--- config.mk ---
export PLATFORM = sky130hd
export DESIGN_NAME = round_robin_task_dispatcher_top
export DESIGN_NICKNAME = d
export VERILOG_FILES = /design/src/sv/rrtd_pkg.sv /design/src/sv/round_robin_task_dispatcher_top.sv /design/src/sv/rrtd_front.sv /design/src/sv/rrtd_queue.sv /design/src/sv/rrtd_back.sv
export SDC_FILE = /design/constraint.sdc
export NUM_CORES = 2
export LEC_CHECK = 0
export BUFFER_PORTS_ARGS = -buffer_cell sky130_fd_sc_hd__buf_2
export CORE_ASPECT_RATIO = 1.1
export CORE_MARGIN = 5
export CORE_UTILIZATION = 55
export CTS_CLUSTER_DIAMETER = 40
export DETAILED_ROUTE_END_ITERATION = 6
export MAX_ROUTING_LAYER = met4
export PLACE_DENSITY = 0.69
export SLEW_MARGIN = 20
export SYNTH_ARGS = -nofsm -noshare
export SYNTH_HDL_FRONTEND = slang
export SYNTH_SLANG_ARGS = --single-unit
--- constraint.sdc ---
create_clock -name clk_i -period 7.2 [get_ports clk_i]
set_input_delay 0.72 -clock clk_i [delete_from_list [all_inputs] [get_ports clk_i]]
set_output_delay 0.72 -clock clk_i [all_outputs]
set_load 0.1 [all_outputs]
--- src/sv/rrtd_pkg.sv ---
// ----------------------------------------------------------------------------
// rrtd_pkg: shared types and constants of the round-robin task dispatcher
// Field widths, done-bitmap geometry, queue depth, result codes and the
// structs that pass between the front, the queue and the back end.
// ----------------------------------------------------------------------------
package rrtd_pkg;

  // task store geometry
  localparam int MAX_TASKS = 1024;
  localparam int TASK_W    = $clog2(MAX_TASKS);
  localparam int CNT_W     = 11;
  localparam int JOB_W     = 16;

  // done bitmap is kept in rows of ROW_W bits
  localparam int ROW_W     = 32;
  localparam int ROW_OFF_W = $clog2(ROW_W);
  localparam int ROWS      = MAX_TASKS / ROW_W;
  localparam int ROW_IDX_W = TASK_W - ROW_OFF_W;

  // remainder unit steps
  localparam int STEP_W    = $clog2(TASK_W);

  // front-to-back queue
  localparam int QDEPTH    = 2;
  localparam int QPTR_W    = $clog2(QDEPTH);

  // stream widths
  localparam int IN_DATA_W  = 32;
  localparam int OUT_DATA_W = 24;

  // configuration port
  localparam int CFG_IDX_W  = 2;
  localparam int CFG_DATA_W = 16;
  localparam logic [CFG_IDX_W-1:0] REG_TASK_COUNT = 2'd0;
  localparam logic [CFG_IDX_W-1:0] REG_JOB_NUMBER = 2'd1;

  // report verdict codes
  typedef enum logic [1:0] {
    VERDICT_NONE = 2'd0,
    VERDICT_ACC  = 2'd1,
    VERDICT_REJ  = 2'd2
  } verdict_e;

  // assignment kind codes
  typedef enum logic [1:0] {
    KIND_WAIT  = 2'd0,
    KIND_WORK  = 2'd1,
    KIND_FETCH = 2'd2
  } kind_e;

  // classified visit as queued between front and back
  typedef struct packed {
    logic              has_report;
    logic              pre_ok;
    logic              stale;
    logic [TASK_W-1:0] task_idx;
  } entry_t;

  // configuration as seen by the back end
  typedef struct packed {
    logic             clear;
    logic [CNT_W-1:0] n_eff;
  } cfg_t;

endpackage

--- src/sv/round_robin_task_dispatcher_top.sv ---
// Path: a visit passes the front and the queue, then the back end's idle,
// report (matching in-range reports only), modulo, divide (only when the scan
// pointer lies beyond the task count), scan and output states; the scan steps
// through the bitmap rows in turn from the pointer's row. The back end takes
// one visit at a time and pops the next only when idle; the queue holds input.
// Reset: async active low; task_count 1, job 0, all tasks open, pointer 0.
// ----------------------------------------------------------------------------
// round_robin_task_dispatcher_top: round-robin task dispatcher
// Config registers, classifying front, visit queue and dispatch back end.
// ----------------------------------------------------------------------------
module round_robin_task_dispatcher_top (
  input  logic                              clk_i,
  input  logic                              rst_ni,
  // configuration write port
  input  logic                              cfg_we_i,
  input  logic [rrtd_pkg::CFG_IDX_W-1:0]    cfg_idx_i,
  input  logic [rrtd_pkg::CFG_DATA_W-1:0]   cfg_wdata_i,
  // visit stream
  input  logic                              s_axis_tvalid,
  output logic                              s_axis_tready,
  input  logic [rrtd_pkg::IN_DATA_W-1:0]    s_axis_tdata,  // report_job, report_task
  input  logic                              s_axis_tuser,  // has_report
  // result stream
  output logic                              m_axis_tvalid,
  input  logic                              m_axis_tready,
  // report_verdict, assign_task, tasks_left, job_finished
  output logic [rrtd_pkg::OUT_DATA_W-1:0]   m_axis_tdata,
  output logic [1:0]                        m_axis_tuser   // assign_kind
);

  logic [rrtd_pkg::CNT_W-1:0] task_count_q;
  logic [rrtd_pkg::JOB_W-1:0] job_number_q;
  logic [rrtd_pkg::CNT_W-1:0] n_eff;
  rrtd_pkg::cfg_t             cfg;
  logic                       q_full;
  logic                       q_push;
  logic                       q_valid;
  logic                       q_pop;
  rrtd_pkg::entry_t           entry_in;
  rrtd_pkg::entry_t           entry_out;

  // configuration registers
  always_ff @(posedge clk_i or negedge rst_ni) begin
    if (!rst_ni) begin
      task_count_q <= rrtd_pkg::CNT_W'(1);
      job_number_q <= '0;
    end else if (cfg_we_i) begin
      case (cfg_idx_i)
        rrtd_pkg::REG_TASK_COUNT: task_count_q <= cfg_wdata_i[rrtd_pkg::CNT_W-1:0];
        rrtd_pkg::REG_JOB_NUMBER: job_number_q <= cfg_wdata_i[rrtd_pkg::JOB_W-1:0];
        default: ;
      endcase
    end
  end

  // task count saturated to the store size, zero read as one
  always_comb begin
    if (task_count_q == '0) begin
      n_eff = rrtd_pkg::CNT_W'(1);
    end else if (task_count_q > rrtd_pkg::CNT_W'(rrtd_pkg::MAX_TASKS)) begin
      n_eff = rrtd_pkg::CNT_W'(rrtd_pkg::MAX_TASKS);
    end else begin
      n_eff = task_count_q;
    end
  end

  assign cfg.clear = cfg_we_i && (cfg_idx_i == rrtd_pkg::REG_JOB_NUMBER);
  assign cfg.n_eff = n_eff;

  rrtd_front u_front (
    .s_axis_tvalid (s_axis_tvalid),
    .s_axis_tready (s_axis_tready),
    .s_axis_tdata  (s_axis_tdata),
    .s_axis_tuser  (s_axis_tuser),
    .job_number_i  (job_number_q),
    .n_eff_i       (n_eff),
    .q_full_i      (q_full),
    .q_push_o      (q_push),
    .q_entry_o     (entry_in)
  );

  rrtd_queue u_queue (
    .clk_i   (clk_i),
    .rst_ni  (rst_ni),
    .push_i  (q_push),
    .entry_i (entry_in),
    .full_o  (q_full),
    .valid_o (q_valid),
    .pop_i   (q_pop),
    .entry_o (entry_out)
  );

  rrtd_back u_back (
    .clk_i       (clk_i),
    .rst_ni      (rst_ni),
    .cfg_i       (cfg),
    .q_valid_i   (q_valid),
    .q_entry_i   (entry_out),
    .q_pop_o     (q_pop),
    .out_valid_o (m_axis_tvalid),
    .out_ready_i (m_axis_tready),
    .out_data_o  (m_axis_tdata),
    .out_kind_o  (m_axis_tuser)
  );

endmodule

--- src/sv/rrtd_front.sv ---
// ----------------------------------------------------------------------------
// rrtd_front: visit classifier
// Unpacks an incoming worker visit and checks job match and task range
// against the current configuration before it enters the queue.
// ----------------------------------------------------------------------------
module rrtd_front (
  input  logic                             s_axis_tvalid,
  output logic                             s_axis_tready,
  input  logic [rrtd_pkg::IN_DATA_W-1:0]   s_axis_tdata,
  input  logic                             s_axis_tuser,
  input  logic [rrtd_pkg::JOB_W-1:0]       job_number_i,
  input  logic [rrtd_pkg::CNT_W-1:0]       n_eff_i,
  input  logic                             q_full_i,
  output logic                             q_push_o,
  output rrtd_pkg::entry_t                 q_entry_o
);

  logic [rrtd_pkg::JOB_W-1:0]  rep_job;
  logic [rrtd_pkg::TASK_W-1:0] rep_task;
  logic                        job_match;
  logic                        in_range;

  // field unpack
  assign rep_job  = s_axis_tdata[rrtd_pkg::JOB_W-1:0];
  assign rep_task = s_axis_tdata[rrtd_pkg::JOB_W +: rrtd_pkg::TASK_W];

  // classification
  assign job_match = (rep_job == job_number_i);
  assign in_range  = (rrtd_pkg::CNT_W'(rep_task) < n_eff_i);

  assign q_entry_o.has_report = s_axis_tuser;
  assign q_entry_o.pre_ok     = job_match && in_range;
  assign q_entry_o.stale      = !job_match;
  assign q_entry_o.task_idx   = rep_task;

  // handshake
  assign s_axis_tready = !q_full_i;
  assign q_push_o      = s_axis_tvalid && !q_full_i;

endmodule

--- src/sv/rrtd_queue.sv ---
// ----------------------------------------------------------------------------
// rrtd_queue: short queue of classified visits
// Two-entry fifo that lets the front keep accepting while the back end
// is busy updating the task store and scanning.
// ----------------------------------------------------------------------------
module rrtd_queue (
  input  logic             clk_i,
  input  logic             rst_ni,
  input  logic             push_i,
  input  rrtd_pkg::entry_t entry_i,
  output logic             full_o,
  output logic             valid_o,
  input  logic             pop_i,
  output rrtd_pkg::entry_t entry_o
);

  rrtd_pkg::entry_t                slots_q [rrtd_pkg::QDEPTH];
  logic [rrtd_pkg::QPTR_W-1:0]     wr_ptr_q;
  logic [rrtd_pkg::QPTR_W-1:0]     rd_ptr_q;
  logic [rrtd_pkg::QPTR_W:0]       cnt_q;

  assign full_o  = (cnt_q == (rrtd_pkg::QPTR_W+1)'(rrtd_pkg::QDEPTH));
  assign valid_o = (cnt_q != '0);
  assign entry_o = slots_q[rd_ptr_q];

  // pointers and fill count
  always_ff @(posedge clk_i or negedge rst_ni) begin
    if (!rst_ni) begin
      wr_ptr_q <= '0;
      rd_ptr_q <= '0;
      cnt_q    <= '0;
    end else begin
      if (push_i) begin
        wr_ptr_q <= wr_ptr_q + 1'b1;
      end
      if (pop_i) begin
        rd_ptr_q <= rd_ptr_q + 1'b1;
      end
      if (push_i && !pop_i) begin
        cnt_q <= cnt_q + 1'b1;
      end else if (!push_i && pop_i) begin
        cnt_q <= cnt_q - 1'b1;
      end
    end
  end

  // payload storage
  always_ff @(posedge clk_i) begin
    if (push_i) begin
      slots_q[wr_ptr_q] <= entry_i;
    end
  end

endmodule

--- src/sv/rrtd_back.sv ---
// ----------------------------------------------------------------------------
// rrtd_back: dispatch engine
// Applies a report to the done bitmap, reduces the scan pointer into range,
// scans the bitmap one row per cycle for the next task that is not done and
// registers the result word.
// ----------------------------------------------------------------------------
module rrtd_back (
  input  logic                              clk_i,
  input  logic                              rst_ni,
  input  rrtd_pkg::cfg_t                    cfg_i,
  input  logic                              q_valid_i,
  input  rrtd_pkg::entry_t                  q_entry_i,
  output logic                              q_pop_o,
  output logic                              out_valid_o,
  input  logic                              out_ready_i,
  output logic [rrtd_pkg::OUT_DATA_W-1:0]   out_data_o,
  output logic [1:0]                        out_kind_o
);

  localparam int DIV_W = rrtd_pkg::TASK_W + rrtd_pkg::CNT_W;

  typedef enum logic [2:0] {
    S_IDLE,
    S_RPT,
    S_MOD,
    S_DIV,
    S_SCAN,
    S_OUT
  } state_e;

  state_e                               state_q, state_d;
  rrtd_pkg::entry_t                     item_q, item_d;
  rrtd_pkg::verdict_e                   verdict_q, verdict_d;
  rrtd_pkg::kind_e                      kind_q, kind_d;
  logic [rrtd_pkg::TASK_W-1:0]          res_task_q, res_task_d;
  logic [rrtd_pkg::TASK_W-1:0]          ptr_q, ptr_d;
  logic [rrtd_pkg::TASK_W-1:0]          pos_q, pos_d;
  logic [rrtd_pkg::STEP_W-1:0]          step_q, step_d;
  logic [rrtd_pkg::ROW_IDX_W-1:0]       row_q, row_d;
  logic                                 first_q, first_d;
  logic [rrtd_pkg::ROW_IDX_W:0]         visits_q, visits_d;
  logic [rrtd_pkg::CNT_W-1:0]           remain_q, remain_d;
  logic [rrtd_pkg::ROWS-1:0]            row_vld_q, row_vld_d;
  logic                                 out_valid_q, out_valid_d;
  logic [rrtd_pkg::OUT_DATA_W-1:0]      out_data_q, out_data_d;
  logic [1:0]                           out_kind_q, out_kind_d;

  // done bitmap memory
  logic [rrtd_pkg::ROW_W-1:0]           mem_q [rrtd_pkg::ROWS];
  logic [rrtd_pkg::ROW_W-1:0]           rd_q;
  logic                                 mem_we;
  logic [rrtd_pkg::ROW_W-1:0]           mem_wdata;

  logic [rrtd_pkg::ROW_W-1:0]           row_data;
  logic [rrtd_pkg::CNT_W-1:0]           n_m1;
  logic [rrtd_pkg::ROW_IDX_W-1:0]       last_row;
  logic [DIV_W-1:0]                     div_sub;
  logic [DIV_W-1:0]                     pos_ext;
  logic [rrtd_pkg::TASK_W-1:0]          pos_red;
  logic [rrtd_pkg::ROW_W-1:0]           cand;
  logic [rrtd_pkg::ROW_OFF_W-1:0]       hit_j;
  logic [rrtd_pkg::TASK_W-1:0]          found;
  logic [rrtd_pkg::CNT_W-1:0]           found_nx;

  // a row never written since the last clear reads as all open
  assign row_data = row_vld_q[row_q] ? rd_q : '0;

  assign n_m1     = cfg_i.n_eff - rrtd_pkg::CNT_W'(1);
  assign last_row = n_m1[rrtd_pkg::TASK_W-1:rrtd_pkg::ROW_OFF_W];

  // one restoring step of pointer modulo task count
  assign div_sub = DIV_W'(cfg_i.n_eff) << step_q;
  assign pos_ext = DIV_W'(pos_q);
  assign pos_red = (pos_ext >= div_sub) ? (pos_q - div_sub[rrtd_pkg::TASK_W-1:0]) : pos_q;

  // candidate tasks in the current row
  always_comb begin
    for (int j = 0; j < rrtd_pkg::ROW_W; j++) begin
      cand[j] = !row_data[j]
             && (rrtd_pkg::CNT_W'({row_q, rrtd_pkg::ROW_OFF_W'(j)}) < cfg_i.n_eff)
             && (!first_q || (rrtd_pkg::ROW_OFF_W'(j) >= pos_q[rrtd_pkg::ROW_OFF_W-1:0]));
    end
  end

  // lowest candidate wins
  always_comb begin
    hit_j = '0;
    for (int j = rrtd_pkg::ROW_W - 1; j >= 0; j--) begin
      if (cand[j]) begin
        hit_j = rrtd_pkg::ROW_OFF_W'(j);
      end
    end
  end

  assign found    = {row_q, hit_j};
  assign found_nx = rrtd_pkg::CNT_W'(found) + rrtd_pkg::CNT_W'(1);

  assign q_pop_o     = (state_q == S_IDLE) && q_valid_i;
  assign out_valid_o = out_valid_q;
  assign out_data_o  = out_data_q;
  assign out_kind_o  = out_kind_q;

  // next-state and datapath
  always_comb begin
    state_d     = state_q;
    item_d      = item_q;
    verdict_d   = verdict_q;
    kind_d      = kind_q;
    res_task_d  = res_task_q;
    ptr_d       = ptr_q;
    pos_d       = pos_q;
    step_d      = step_q;
    row_d       = row_q;
    first_d     = first_q;
    visits_d    = visits_q;
    remain_d    = remain_q;
    row_vld_d   = row_vld_q;
    out_valid_d = out_valid_q;
    out_data_d  = out_data_q;
    out_kind_d  = out_kind_q;
    mem_we      = 1'b0;
    mem_wdata   = row_data;

    // result taken downstream
    if (out_valid_q && out_ready_i) begin
      out_valid_d = 1'b0;
    end

    case (state_q)
      S_IDLE: begin
        if (q_valid_i) begin
          item_d = q_entry_i;
          row_d  = q_entry_i.task_idx[rrtd_pkg::TASK_W-1:rrtd_pkg::ROW_OFF_W];
          if (q_entry_i.has_report && q_entry_i.pre_ok) begin
            state_d = S_RPT;
          end else begin
            verdict_d = q_entry_i.has_report ? rrtd_pkg::VERDICT_REJ : rrtd_pkg::VERDICT_NONE;
            state_d   = S_MOD;
          end
        end
      end

      // mark the reported task done unless it already is
      S_RPT: begin
        if (!row_data[item_q.task_idx[rrtd_pkg::ROW_OFF_W-1:0]]) begin
          mem_we    = 1'b1;
          mem_wdata = row_data
                    | (rrtd_pkg::ROW_W'(1) << item_q.task_idx[rrtd_pkg::ROW_OFF_W-1:0]);
          row_vld_d[row_q] = 1'b1;
          if (remain_q != '0) begin
            remain_d = remain_q - rrtd_pkg::CNT_W'(1);
          end
          verdict_d = rrtd_pkg::VERDICT_ACC;
        end else begin
          verdict_d = rrtd_pkg::VERDICT_REJ;
        end
        state_d = S_MOD;
      end

      // pointer already in range: start the scan right away, else reduce it first
      S_MOD: begin
        pos_d = ptr_q;
        if (rrtd_pkg::CNT_W'(ptr_q) < cfg_i.n_eff) begin
          row_d    = ptr_q[rrtd_pkg::TASK_W-1:rrtd_pkg::ROW_OFF_W];
          first_d  = 1'b1;
          visits_d = '0;
          state_d  = S_SCAN;
        end else begin
          step_d  = rrtd_pkg::STEP_W'(rrtd_pkg::TASK_W - 1);
          state_d = S_DIV;
        end
      end

      S_DIV: begin
        pos_d = pos_red;
        if (step_q == '0) begin
          row_d    = pos_red[rrtd_pkg::TASK_W-1:rrtd_pkg::ROW_OFF_W];
          first_d  = 1'b1;
          visits_d = '0;
          state_d  = S_SCAN;
        end else begin
          step_d = step_q - 1'b1;
        end
      end

      // one bitmap row per cycle, wrapping at the last used row
      S_SCAN: begin
        if (cand != '0) begin
          kind_d     = item_q.stale ? rrtd_pkg::KIND_FETCH : rrtd_pkg::KIND_WORK;
          res_task_d = found;
          ptr_d      = (found_nx >= cfg_i.n_eff) ? '0 : found_nx[rrtd_pkg::TASK_W-1:0];
          state_d    = S_OUT;
        end else if (visits_q == ({1'b0, last_row} + 1'b1)) begin
          kind_d     = rrtd_pkg::KIND_WAIT;
          res_task_d = '0;
          state_d    = S_OUT;
        end else begin
          row_d    = (row_q == last_row) ? '0 : row_q + 1'b1;
          first_d  = 1'b0;
          visits_d = visits_q + 1'b1;
        end
      end

      S_OUT: begin
        if (!out_valid_q || out_ready_i) begin
          out_valid_d = 1'b1;
          out_data_d  = {(remain_q == '0), remain_q, res_task_q, verdict_q};
          out_kind_d  = kind_q;
          state_d     = S_IDLE;
        end
      end

      default: begin
        state_d = S_IDLE;
      end
    endcase

    // job write restarts the job
    if (cfg_i.clear) begin
      ptr_d     = '0;
      remain_d  = cfg_i.n_eff;
      row_vld_d = '0;
    end
  end

  // state and registered outputs
  always_ff @(posedge clk_i or negedge rst_ni) begin
    if (!rst_ni) begin
      state_q     <= S_IDLE;
      ptr_q       <= '0;
      remain_q    <= rrtd_pkg::CNT_W'(1);
      row_vld_q   <= '0;
      out_valid_q <= 1'b0;
      out_data_q  <= '0;
      out_kind_q  <= '0;
    end else begin
      state_q     <= state_d;
      ptr_q       <= ptr_d;
      remain_q    <= remain_d;
      row_vld_q   <= row_vld_d;
      out_valid_q <= out_valid_d;
      out_data_q  <= out_data_d;
      out_kind_q  <= out_kind_d;
    end
  end

  // payload registers
  always_ff @(posedge clk_i) begin
    item_q     <= item_d;
    verdict_q  <= verdict_d;
    kind_q     <= kind_d;
    res_task_q <= res_task_d;
    pos_q      <= pos_d;
    step_q     <= step_d;
    row_q      <= row_d;
    first_q    <= first_d;
    visits_q   <= visits_d;
  end

  // bitmap write and registered read of the next row
  always_ff @(posedge clk_i) begin
    if (mem_we) begin
      mem_q[row_q] <= mem_wdata;
    end
    rd_q <= mem_q[row_d];
  end

endmodule

### Word-level counts from Yosys, hierarchy flattened

Memory sizes are Yosys's and may differ from the RTL's. A register that Yosys moved wholly into a read port is not among the register bits.
Index checks and enable logic that the tools add are counted.

| storage, ports and cells | value |
|---|---|
| bits in registers | 160 |
| latch bits | 0 |
| RAM bits | 1,050 |
| memories kept | 2 |
| bits in read-only memories | 0 |
| input bits | 56 |

| cells by class | value |
|---|---|
| divide/modulo/power cells | 0 |
| multiplexer cells | 105 |
| reduce and logical (&&, ||, !) cells | 174 |
| bitwise operators | 2 |
| $add $sub $neg | 12 |
| eq/ne operators | 22 |
| $mul | 0 |
| shift operators | 2 |
| $lt $le $gt $ge | 72 |

Memory list:

| name | depth | width | rd ports | clocked after memory_dff | write ports | RTL line | text |
|---|---|---|---|---|---|---|---|
| u_back.mem_q | 32 | 32 | 1 | 1 | 1 | rrtd_back.sv:49 | `logic [rrtd_pkg::ROW_W-1:0] mem_q [rrtd_pkg::ROWS];` |
| u_queue.slots_q | 2 | 13 | 1 | 0 | 1 | rrtd_queue.sv:17 | `rrtd_pkg::entry_t slots_q [rrtd_pkg::QDEPTH];` |

Operators with widths:

| kind | number |
|---|---|
| less-than comparator 10 x 11 -> 1 bit | 34 |
| 2-to-1 mux 32 bit | 6 |
| 2-to-1 mux 5 bit | 38 |
| greater-or-equal comparator 5 bit (first input constant) | 16 |
| logical AND 1 bit | 73 |
| 2-to-1 mux 10 bit | 7 |
| 2-to-1 mux 11 bit | 6 |
| OR 32 bit | 2 |
| greater-or-equal comparator 4 x 5 -> 1 bit (first input constant) | 8 |
| zero test 1 bit | 38 |
| logical OR 1 bit | 33 |
| nonzero test 32 bit | 1 |
| left shift 1 x 5 -> 32 bit (first input constant) | 1 |
| 2-to-1 mux 6 bit | 4 |
| zero test 11 bit | 2 |
| greater-or-equal comparator 10 x 21 -> 1 bit | 1 |
| left shift 11 x 4 -> 21 bit | 1 |
| greater-or-equal comparator 3 x 5 -> 1 bit (first input constant) | 4 |
| 2-to-1 mux 2 bit | 10 |
| one-hot mux 10 bit (2 select lines) | 1 |
| one-hot mux 5 bit (4 select lines) | 1 |
| 2-to-1 mux 3 bit | 6 |
| one-hot mux 3 bit (6 select lines) | 1 |
| one-hot mux 6 bit (3 select lines) | 1 |
| 45 further kinds | 94 |

### Depth between registers and ports, before layout

| logic depth | value |
|---|---|
| depth in word-level cells | 44 |
| mapped depth | 32 |

### Cells and area by module

Synthesis repeated with hierarchy kept, for this count alone.

| second synthesis, totals | value |
|---|---|
| cells, all modules | 3,990 |
| area total of the unflattened synthesis | 53,138.5 um^2 |

Modules (own cells, without submodules):

| module | cells an instance | area an instance (um^2) | times used |
|---|---|---|---|
| rrtd_back | 3,793 | 50,292.0 | 1 |
| round_robin_task_dispatcher_top | 75 | 1,204.9 | 1 |
| rrtd_queue | 56 | 1,127.3 | 1 |
| rrtd_front | 66 | 514.2 | 1 |

### Worst setup path before layout

Ideal clock, no wire load.

| timing path | value |
|---|---|
| path kind | flip-flop to flip-flop |
| from | register task_count_q[10] (netlist name) |
| to | register u_back.ptr_q[0] (netlist name) |
| arrival time | 6.189 ns |
| buffers on the path | 5 |
| setup slack | 0.927 ns |
| stages on the path, launching flop included | 32 |
| data required time | 7.116 ns |
| period minus slack after synthesis | 6.273 ns |
| path through | dfrtp_1 > buf_4 > buf_2 > inv_2 > buf_1 > nand2_1 > ha_1 > nor2_1 > o32a_1 > buf_2 > nand2_1 > clkbuf_1 > nor2_1 > o21a_1 > a2111oi_0 > a211oi_1 > nor4_1 > o22a_1 > ha_1 > ha_1 > a21o_1 > a21o_1 > a21o_1 > a21oi_1 > nor2b_1 > o21ai_0 > nand2b_1 > a21oi_1 > nor2b_1 > o211ai_1 > nand2_1 > o21ai_0 |

| on the way | value |
|---|---|
| cells in the longest elaborated chain, start to end | 44 |

RTL lines:

| what | RTL line | text |
|---|---|---|
| start: declaration | round_robin_task_dispatcher_top.sv:31 | `logic [rrtd_pkg::CNT_W-1:0] task_count_q;` |
| start signal: assignment | round_robin_task_dispatcher_top.sv:45 | `task_count_q <= rrtd_pkg::CNT_W'(1);` |
| start signal: assignment | round_robin_task_dispatcher_top.sv:49 | `rrtd_pkg::REG_TASK_COUNT: task_count_q <= cfg_wdata_i[rrtd_pkg::CNT_W-1:0];` |
| > comparator 11 bit | round_robin_task_dispatcher_top.sv:60 | `end else if (task_count_q > rrtd_pkg::CNT_W'(rrtd_pkg::MAX_TASKS)) begin` |
| 2-to-1 mux 11 bit | round_robin_task_dispatcher_top.sv:60 |  |
| 2-to-1 mux 11 bit * | round_robin_task_dispatcher_top.sv:58 | `if (task_count_q == '0) begin` |
| less-than comparator 10 x 11 -> 1 bit | rrtd_back.sv:80 | `&& (rrtd_pkg::CNT_W'({row_q, rrtd_pkg::ROW_OFF_W'(j)}) < cfg_i.n_eff)` |
| logical AND 1 bit | rrtd_back.sv:80 |  |
| logical AND 1 bit | rrtd_back.sv:81 | `&& (!first_q \|\| (rrtd_pkg::ROW_OFF_W'(j) >= pos_q[rrtd_pkg::ROW_OFF_W-1:0]));` |
| 2-to-1 mux 5 bit (31 in a row) | rrtd_back.sv:89 | `if (cand[j]) begin` |
| 2-to-1 mux 5 bit * | rrtd_back.sv:89 |  |
| net u_back.hit_j (one bit) | rrtd_back.sv:61 | `logic [rrtd_pkg::ROW_OFF_W-1:0] hit_j;` |
| adder 10 x 1 -> 11 bit * | rrtd_back.sv:96 | `assign found_nx = rrtd_pkg::CNT_W'(found) + rrtd_pkg::CNT_W'(1);` |
| greater-or-equal comparator 11 bit * | rrtd_back.sv:191 | `ptr_d = (found_nx >= cfg_i.n_eff) ? '0 : found_nx[rrtd_pkg::TASK_W-1:0];` |
| 2-to-1 mux 10 bit * | rrtd_back.sv:191 |  |
| 2-to-1 mux 10 bit * | rrtd_back.sv:188 | `if (cand != '0) begin` |
| 2-to-1 mux 10 bit * | rrtd_back.sv:129 | `case (state_q)` |
| 2-to-1 mux 10 bit * | rrtd_back.sv:219 | `if (cfg_i.clear) begin` |
| end signal: assignment | rrtd_back.sv:238 | `ptr_q <= ptr_d;` |
| end: declaration | rrtd_back.sv:36 | `logic [rrtd_pkg::TASK_W-1:0] ptr_q, ptr_d;` |

The timed path passes the listed nets; every way through them passes the cells marked *. The select of a mux whose other input is x is not followed.
A chain may end at the register's enable or synchronous reset.

### Worst setup path in the final report

| timing path | value |
|---|---|
| from | register task_count_q[7] (netlist name) |
| to | register u_back.ptr_q[7] (netlist name) |

| on the way | value |
|---|---|
| cells in the longest elaborated chain, start to end | 44 |

RTL lines:

| what | RTL line |
|---|---|
| > comparator 11 bit | round_robin_task_dispatcher_top.sv:60 |
| 2-to-1 mux 11 bit | round_robin_task_dispatcher_top.sv:60 |
| 2-to-1 mux 11 bit * | round_robin_task_dispatcher_top.sv:58 |
| less-than comparator 10 x 11 -> 1 bit | rrtd_back.sv:80 |
| logical AND 1 bit | rrtd_back.sv:80 |
| logical AND 1 bit | rrtd_back.sv:81 |
| 2-to-1 mux 5 bit (31 in a row) | rrtd_back.sv:89 |
| 2-to-1 mux 5 bit * | rrtd_back.sv:89 |
| net u_back.hit_j (one bit) | rrtd_back.sv:61 |
| adder 10 x 1 -> 11 bit * | rrtd_back.sv:96 |
| greater-or-equal comparator 11 bit | rrtd_back.sv:191 |
| 2-to-1 mux 10 bit * | rrtd_back.sv:191 |
| 2-to-1 mux 10 bit * | rrtd_back.sv:188 |
| 2-to-1 mux 10 bit * | rrtd_back.sv:129 |
| 2-to-1 mux 10 bit * | rrtd_back.sv:219 |

Marks and branches as above.

==> flow_summary.toml <==
[global_route]
grt_usage_pct = 30.5
overflow = 0
antenna_found_initial = 4
grt_max_degree = 105
grt_pass1_vias = 36100
grt_pass1_wl_um = 236000

[power_and_ir_drop]
power_density_mw_per_mm2 = 538
power.leakage_nw = 22.2
ir_drop_mv = 0.454

[worst_setup_path]
worstSetupPathDepth = 27
crit_required_ps = 7860
r2r_cells = 27
cpMaxStageDelayCell = "o32ai_1"
crit_type = "register to register"
cp_slowest_stage_delay_ps = 570
crit_path_frequent_cell = "a21oi_1"
worstSetupEndpointType = "register"
crit_family = "compound AO/OA/AOI/OAI gates"
start_kind = "register"
cp_max_fo = 8
arrival_ps = 7470
worst-path-buf-inv = 2

[layout]
drive_gt1_share_pct = 15.1
multi_input_area_mm2 = 0.0174
fillers = 7390
fin_nets = 4504
layout.area.seq_mm2 = 0.0364
syn_to_final_growth_pct = 13.9
final_cells = 5805

[sta]
setup-tns-final_ps = 0
rsz0062_at_grt = "no"
worstMarginPinSlew_ps = 1230
max-slew-margin-rel_pct = 17.6
min_period_ps = 6810
finalHoldViolCount = 0
fin_skew_ps = 45.0
fin_crit_sh_pct = 94.6
fmax_mhz = 147
final_max_slew_viol_count = 0
layout_setup_ws_ps = 390
setup_viol = 0

[synth]
synth_edf_count = 1091
synth_seq_area_share_pct = 66.3
synth_ff_type = "edfxtp_1"
yosys_register_bits = 1242
avgSynthCellArea_um2 = 12.8
yosys_warnings = 0
synth_nets = 4412
synth_cells = 4300
async_flop_share_pct = 9.18
ys_types = 113
syn-cell-area_mm2 = 0.0549

[drt]
viasPerCell = 6.50
num_vias = 37700
route.detailed.drc = 0
avgRoutedWirePerCell_um = 27.7
top_layer = "met4"
ant_nets = 0
wl_met3_um = 15100
dr_wl_met2_um = 76500
routedLengthMet1_um = 62800
wirelength_um = 161000
first_iter_violations = 4835
first_pass_iters = 6

[run_status]
status = "completed"

[clock_tree]
cts_sinks = 1242
cts_htree_levels = 4
clk_pin_slew_worst_paths_ps = 60
cts_tree = "built"
clock_latency_ps = 770
clk_path_buf_depth = 3
postCtsSetupBuffers = 0
numCtsBuffers = 145
root_buffer = "clkbuf_16"

[floorplanning]
core_area_mm2 = 0.0990
initial_core_util_pct = 55.4
die_y_um = 341
ios = 84
die_area_mm2 = 0.106
num_rows = 121
die_x_um = 311

[flow_run]
cap_violations = 0

[min_path]
hold_path_class = "primary input to register"
hold_depth = 1

[placed_design]
port_buffers = 77
dp_hpwl_um = 93600
place_ws_ps = 528
dp.cells = 5534
globalplace.congestion = 0.947
sequential cells by signal (all words and copies together), names as in the netlist:
name	flops
u_back.res_task_q	10
u_back.step_q	4
u_back.out_valid_o	1
u_back.row_vld_q	32
u_back.first_q	1
u_back.visits_q	6
u_back.state_q	3
u_back.mem_q	1024
u_back.pos_q	10
job_number_q	16
u_back.ptr_q	10
u_back.rd_q	32
u_back.kind_q	2
u_back.remain_q	11
u_queue.slots_q	26
task_count_q	11
u_back.verdict_q	2
u_queue.rd_ptr_q	1
u_queue.cnt_q	2
u_back.out_kind_o	2
u_back.row_q	5
u_back.item_q	6
u_queue.wr_ptr_q	1
u_back.out_data_o	24
placed cells by master (no fill, tap or decap), drive strengths merged, types with 50 or more instances in the layout:
cell | synthesis | routed
mux2i | 97 | 97
o21a | 50 | 50
a211oi | 89 | 89
o21ai | 122 | 122
inv | 47 | 67
dfrtp | 112 | 112
nor2 | 133 | 133
and3 | 144 | 144
nand3 | 220 | 220
a21oi | 138 | 138
buf | 158 | 232
clkbuf | 130 | 182
mux2 | 77 | 77
a311o | 62 | 62
ha | 55 | 55
edfxtp | 1091 | 1091
nand2 | 886 | 886
what timing repair did:
item                                   4_1_cts  5_1_grt
gates resized for setup                      0        4
setup endpoints to repair                    0       10
endpoints found under the hold margin        9        0
hold buffers                                 1        0
layout make-up:
class | instances | area share, %
clock buffer | 182 | 6.12
sequential | 1242 | 58.2
clock inverter | 86 | 1.60
antenna | 1 | 0.00400
tap | 1291 | 2.58
inverter | 50 | 0.336
multi-input combinational | 2720 | 27.9
timing repair buffer | 233 | 3.27
metal layers:
layer	vias up	GRT usage (%)
li1	16500	-
met5	-	-
met1	18800	40.3
met2	2016	48.6
met3	400	5.00
met4	0	11.1
cell families (layout without fill, tap and decap cells):
kind of cell	count (synthesis)	in the layout	share of synthesized area (%)
buffers and inverters	338	551	2.98
xor gates and xnor gates	59	59	0.981
and+or+nand+nor	1632	1632	14.0
other	0	1	0
DFF	1242	1242	66.3
AOI/OAI and AO/OA	788	788	10.7
adders and majority gates	56	56	1.29
muxes	185	185	3.82
Yosys cell counts (all sizes together), types with 62 or more instances:
| cell | instances | share of area [%] |
|---|---|---|
| a211oi | 89 | 1.4 |
| a21oi | 138 | 1.3 |
| a311o | 62 | 1.1 |
| and3 | 144 | 1.6 |
| buf | 158 | 1.7 |
| clkbuf | 130 | 0.89 |
| dfrtp | 112 | 5.1 |
| edfxtp | 1091 | 60 |
| mux2 | 77 | 1.6 |
| mux2i | 97 | 1.8 |
| nand2 | 886 | 6.1 |
| nand3 | 220 | 2.0 |
| nor2 | 133 | 0.92 |
| o21ai | 122 | 1.1 |
through the flow:
step	power [mW]	hold slack (ps)	cell area (µm²)	utilization (%)
global route	35.2	141	62500	63.1
detailed placement	26.1	461	57500	58.1
floorplan	20.8	424	54900	-
CTS	33.4	109	62300	62.9
global placement	25.9	457	57400	58.0
finish	33.6	149	62500	63.1
final timing paths:
path                                            from  slack, ps                endpoint
worst max-delay path                 task_count_q[7]        390         u_back.ptr_q[7]
worst min-delay path                    s_axis_tuser        150  u_queue.slots_q[1][12]
worst max register to register       task_count_q[7]        390         u_back.ptr_q[7]
worst min register to register  u_back.res_task_q[5]        470    u_back.out_data_o[7]
max in group asynchronous                     rst_ni       5310    u_back.row_vld_q[29]
min in group asynchronous                     rst_ni        530      u_back.out_valid_o
report_power, final:
group	switching [mW]	total, mW	internal, mW
logic	10.7	16.0	5.28
registers	0.710	10.4	9.66
clock network	3.03	7.29	4.26
total	14.4	33.6	19.2
(Power assumes the default switching activity.)
